<file path="src/kwhm_ram.sv">
module kwhm_ram #(
  parameter int WIDTH = 8,
  parameter int DEPTH = 16
) (
  input  logic                     clk_i,
  input  logic                     we_i,
  input  logic [$clog2(DEPTH)-1:0] waddr_i,
  input  logic [WIDTH-1:0]         wdata_i,
  input  logic [$clog2(DEPTH)-1:0] raddr_i,
  output logic [WIDTH-1:0]         rdata_o
);

  logic [WIDTH-1:0] mem [DEPTH];
  logic [WIDTH-1:0] rdata_q;

  always_ff @(posedge clk_i) begin
    if (we_i) begin
      mem[waddr_i] <= wdata_i;
    end
    rdata_q <= mem[raddr_i];
  end

  assign rdata_o = rdata_q;

endmodule

</file>
<file path="config.mk">
export PLATFORM = sky130hd
export DESIGN_NAME = kwhm_ram
export DESIGN_NICKNAME = d
export VERILOG_FILES = /design/src/kwhm_ram.sv
export SDC_FILE = /design/constraint.sdc
export NUM_CORES = 1
export LEC_CHECK = 0
export ABC_AREA = 1
export BUFFER_PORTS_ARGS = -buffer_cell sky130_fd_sc_hd__buf_2
export CAP_MARGIN = 20
export CORE_MARGIN = 8
export CORE_UTILIZATION = 60
export DETAILED_ROUTE_END_ITERATION = 10
export PLACE_DENSITY = 0.76
export SLEW_MARGIN = 20
export SYNTH_ARGS = -nofsm -noshare
export SYNTH_HDL_FRONTEND = slang
export SYNTH_SLANG_ARGS = --single-unit
</file>
<file path="constraint.sdc">
create_clock -name clk_i -period 1.6 [get_ports clk_i]
set_input_delay 0.32 -clock clk_i [delete_from_list [all_inputs] [get_ports clk_i]]
set_output_delay 0.32 -clock clk_i [all_outputs]
set_load 0.1 [all_outputs]
</file>
==> results.json <==
{
  "worst-slew-pin-transition_ns": 0.491,
  "antenna_found_initial": 0,
  "syn-cell-area_um2": 5770,
  "post-dp-hpwl_um": 7680,
  "synth_area_per_cell_um2": 10.5,
  "min_period_over_period_pct": 97.5,
  "cts_tree": "done",
  "setup.worst_path.end_class": "output port",
  "clk_pin_slew_worst_paths_ns": 0.06,
  "holdCritPathClass": "in2reg",
  "worst-r2r-cell-count": 6,
  "synth_compound_area_share_pct": 0,
  "final_gp_congestion": 0.806,
  "antenna_cells_inserted": 0,
  "holdPathStages": 3,
  "post_route_cells_drive_above_1_share_pct": 13.5,
  "p_leak_nw": 2.97,
  "routed-via-count": 3907,
  "slack_of_the_worst_reg_to_reg_path_ns": 0.57,
  "ctsLongestPathBuffers": 2,
  "signed_area_change_from_the_synthesized_netlist_to_the_final_layout_pct": 17.3,
  "netlist_instances": 551,
  "final.min_clock_period_ns": 1.56,
  "cell_family_contributing_the_most_delay_on_the_critical_path": "buffers and inverters",
  "outcome": "finished, final reports clean",
  "setup_tns_ns": 0,
  "floorplan.die_area_um2": 13000,
  "cell_taking_the_most_area_after_synthesis": "edfxtp_1",
  "asyncSetResetFlopFracSynth_pct": 0,
  "critical-path-max-stage-delay_ns": 0.42,
  "cp_data_required_time_ns": 1.28,
  "ir_worst_vdd_mv": 1.19,
  "yosysWarningCount": 0,
  "maxSlewViolCount": 0,
  "cp-start-kind": "register",
  "worst_slew_margin_rel_pct": 67.5,
  "critical_path.n_buffers_inverters": 1,
  "avgRoutedWirePerCell_um": 17.1,
  "tritoncts.num_buffers": 17,
  "rsz0062_at_grt": "false",
  "synth_sequential_area_ratio_pct": 69.4,
  "ioPinCount": 26,
  "die_height_um": 114,
  "pwr_density_cell_nw_per_um2": 1280,
  "most_used_standard_cell_by_instance_count_after_synthesis": "nand2_1",
  "finalSetupViolCount": 0,
  "crit_path_cell_trace": "buf_2",
  "r2r-start": "mem[5][2]$_DFFE_PP_",
  "cts-resized-gates": 3,
  "combinational_family_with_the_most_area_after_synthesis": "simple AND/OR/NAND/NOR gates",
  "placement_rows": 35,
  "cts_hold_buffers": 0,
  "die_w_um": 114,
  "dp_worst_setup_slack_ns": 0.238,
  "crit_slowest_cell": "buf_2",
  "critical_path.max_fanout": 1,
  "post-cts-setup-buffers": 0,
  "drt_iter0_markers": 280,
  "synthAdderAreaFrac_pct": 0,
  "buffer_ports.inserted": 25,
  "drt.antenna.violating_nets": 0,
  "worst_skew_pair.late_latency_ns": 0.51,
  "timing.setup.critical_path_class": "reg2out",
  "final_critical_path_setup_slack_ns": 0.0407,
  "worstHoldStart": "raddr_i[3]",
  "avgViaCountPerCell": 5.29,
  "synth.ff_latch_count": 136,
  "synthDominantCellAreaShare_pct": 66.7,
  "design.core.area_um2": 9280,
  "post_synth_mux_area_share_pct": 0,
  "grtUsageTotal_pct": 20.8,
  "drcViolationCount": 0,
  "timing.fmax_mhz": 641,
  "num-nets-final": 614,
  "finClkSkew_ns": 0.00679,
  "syn-num-nets": 569,
  "yosys-top-cells-area": "edfxtp_1 67%, nand2_1 11%, nand3_1 8.4%, inv_1 6.5%, dfxtp_1 2.8%",
  "cts_num_sinks": 136,
  "min_to": "rdata_o[5]$_DFF_P_",
  "via_count_of_the_first_global_routing_pass": 3969,
  "rr_endpoint": "rdata_o[2]$_DFF_P_",
  "ys_dominant_reg_cell": "edfxtp_1",
  "first_pass_iters": 4,
  "grt_pass1_wl_um": 20300,
  "synth-xor-area-share_pct": 0,
  "yosysUniqueCellTypes": 12,
  "globalRouteOverflowTotal": 0,
  "synthTopCellsByCount": "173 x nand2_1, 128 x edfxtp_1, 100 x inv_1",
  "synth_enable_flop_cells": 128,
  "largest_net_degree_at_the_start_of_global_routing": 65,
  "hold_viol": 0,
  "clock_tree.root_cell": "clkbuf_8",
  "route.final.wire_length_um": 12600,
  "synth_simple_gate_area_share_pct": 21.0,
  "timing.max_cap.violations": 0,
  "arrival_time_at_the_worst_endpoint_ns": 1.24,
  "floorplan.initialDensity_pct": 62.1,
  "level_count_of_the_clock_h_tree": 4
}
==> sequential cells by signal (all words and copies together) (netlist names) <==
name	flops
rdata_o	8
mem	128
==> report_power, final <==
| group | internal (mW) | total [mW] | switching [mW] |
|---|---|---|---|
| registers | 3.98 | 4.01 | 0.0258 |
| logic | 0.168 | 0.665 | 0.497 |
| clock network | 2.60 | 4.02 | 1.42 |
| total | 6.75 | 8.69 | 1.94 |
==> per-layer routing <==
layer,part of all wire (%),GRT usage (%),up-vias
met5,0,0,-
met4,3.1,10.7,0
met3,8.2,3.91,32
met2,50,34.2,182
met1,39,25.8,1831
li1,-,-,1862
==> placed cells by master (no fill, tap or decap), types with 5 or more instances in the layout <==
cell type,instances
buf_12,5
nand2_1,173
nor2_1,17
buf_4,23
dfxtp_1,8
inv_1,100
nand3_1,97
clkbuf_16,16
buf_2,20
edfxtp_1,128
==> cell type report <==
type	count	area, um^2
clock buffer	19	442
clock inverter	13	175
fill	635	2520
inverter	102	383
multi-input combinational	289	1210
sequential	136	4000
tap	129	161
timing repair buffer	50	388
==> worst reg2reg max path, stage by stage, from the launching register on <==
cell	delay, ns
edfxtp_1	0.37
inv_1	0.09
nand2_1	0.08
nand3_1	0.11
nand3_1	0.09
nand3_1	0.12
nand2_1	0.07
==> stage by stage <==
stage	util, %	instance area [um^2]	hold WS [ns]	std cells	power, mW
6_report	72.9	6770	0.177	738	8.69
5_1_grt	72.9	6770	0.170	738	8.93
4_1_cts	72.8	6760	0.161	738	8.72
3_5_place_dp	66.1	6140	0.652	706	4.73
3_3_place_gp	66.1	6140	0.647	706	4.72
2_1_floorplan	-	5770	0.419	551	4.53
==> cells by family (layout without fill, tap and decap cells) <==
group | count (synthesis) | count (layout)
DFF | 136 | 136
buffers and inverters | 126 | 184
and+or+nand+nor | 289 | 289
==> worst max-delay path by stage <==
stage	from	end	slack (ns)	cells after the start
finish	rdata_o[1]$_DFF_P_	rdata_o[1]	0.04	1
global placement	waddr_i[2]	mem[10][5]$_DFFE_PP_	0.30	4
floorplan	waddr_i[2]	mem[10][0]$_DFFE_PP_	0.33	2
detailed placement	waddr_i[2]	mem[11][5]$_DFFE_PP_	0.24	4
CTS	rdata_o[1]$_DFF_P_	rdata_o[1]	0.02	1
global route	rdata_o[1]$_DFF_P_	rdata_o[1]	0.004	1
Power figures use the tool's default switching activity.
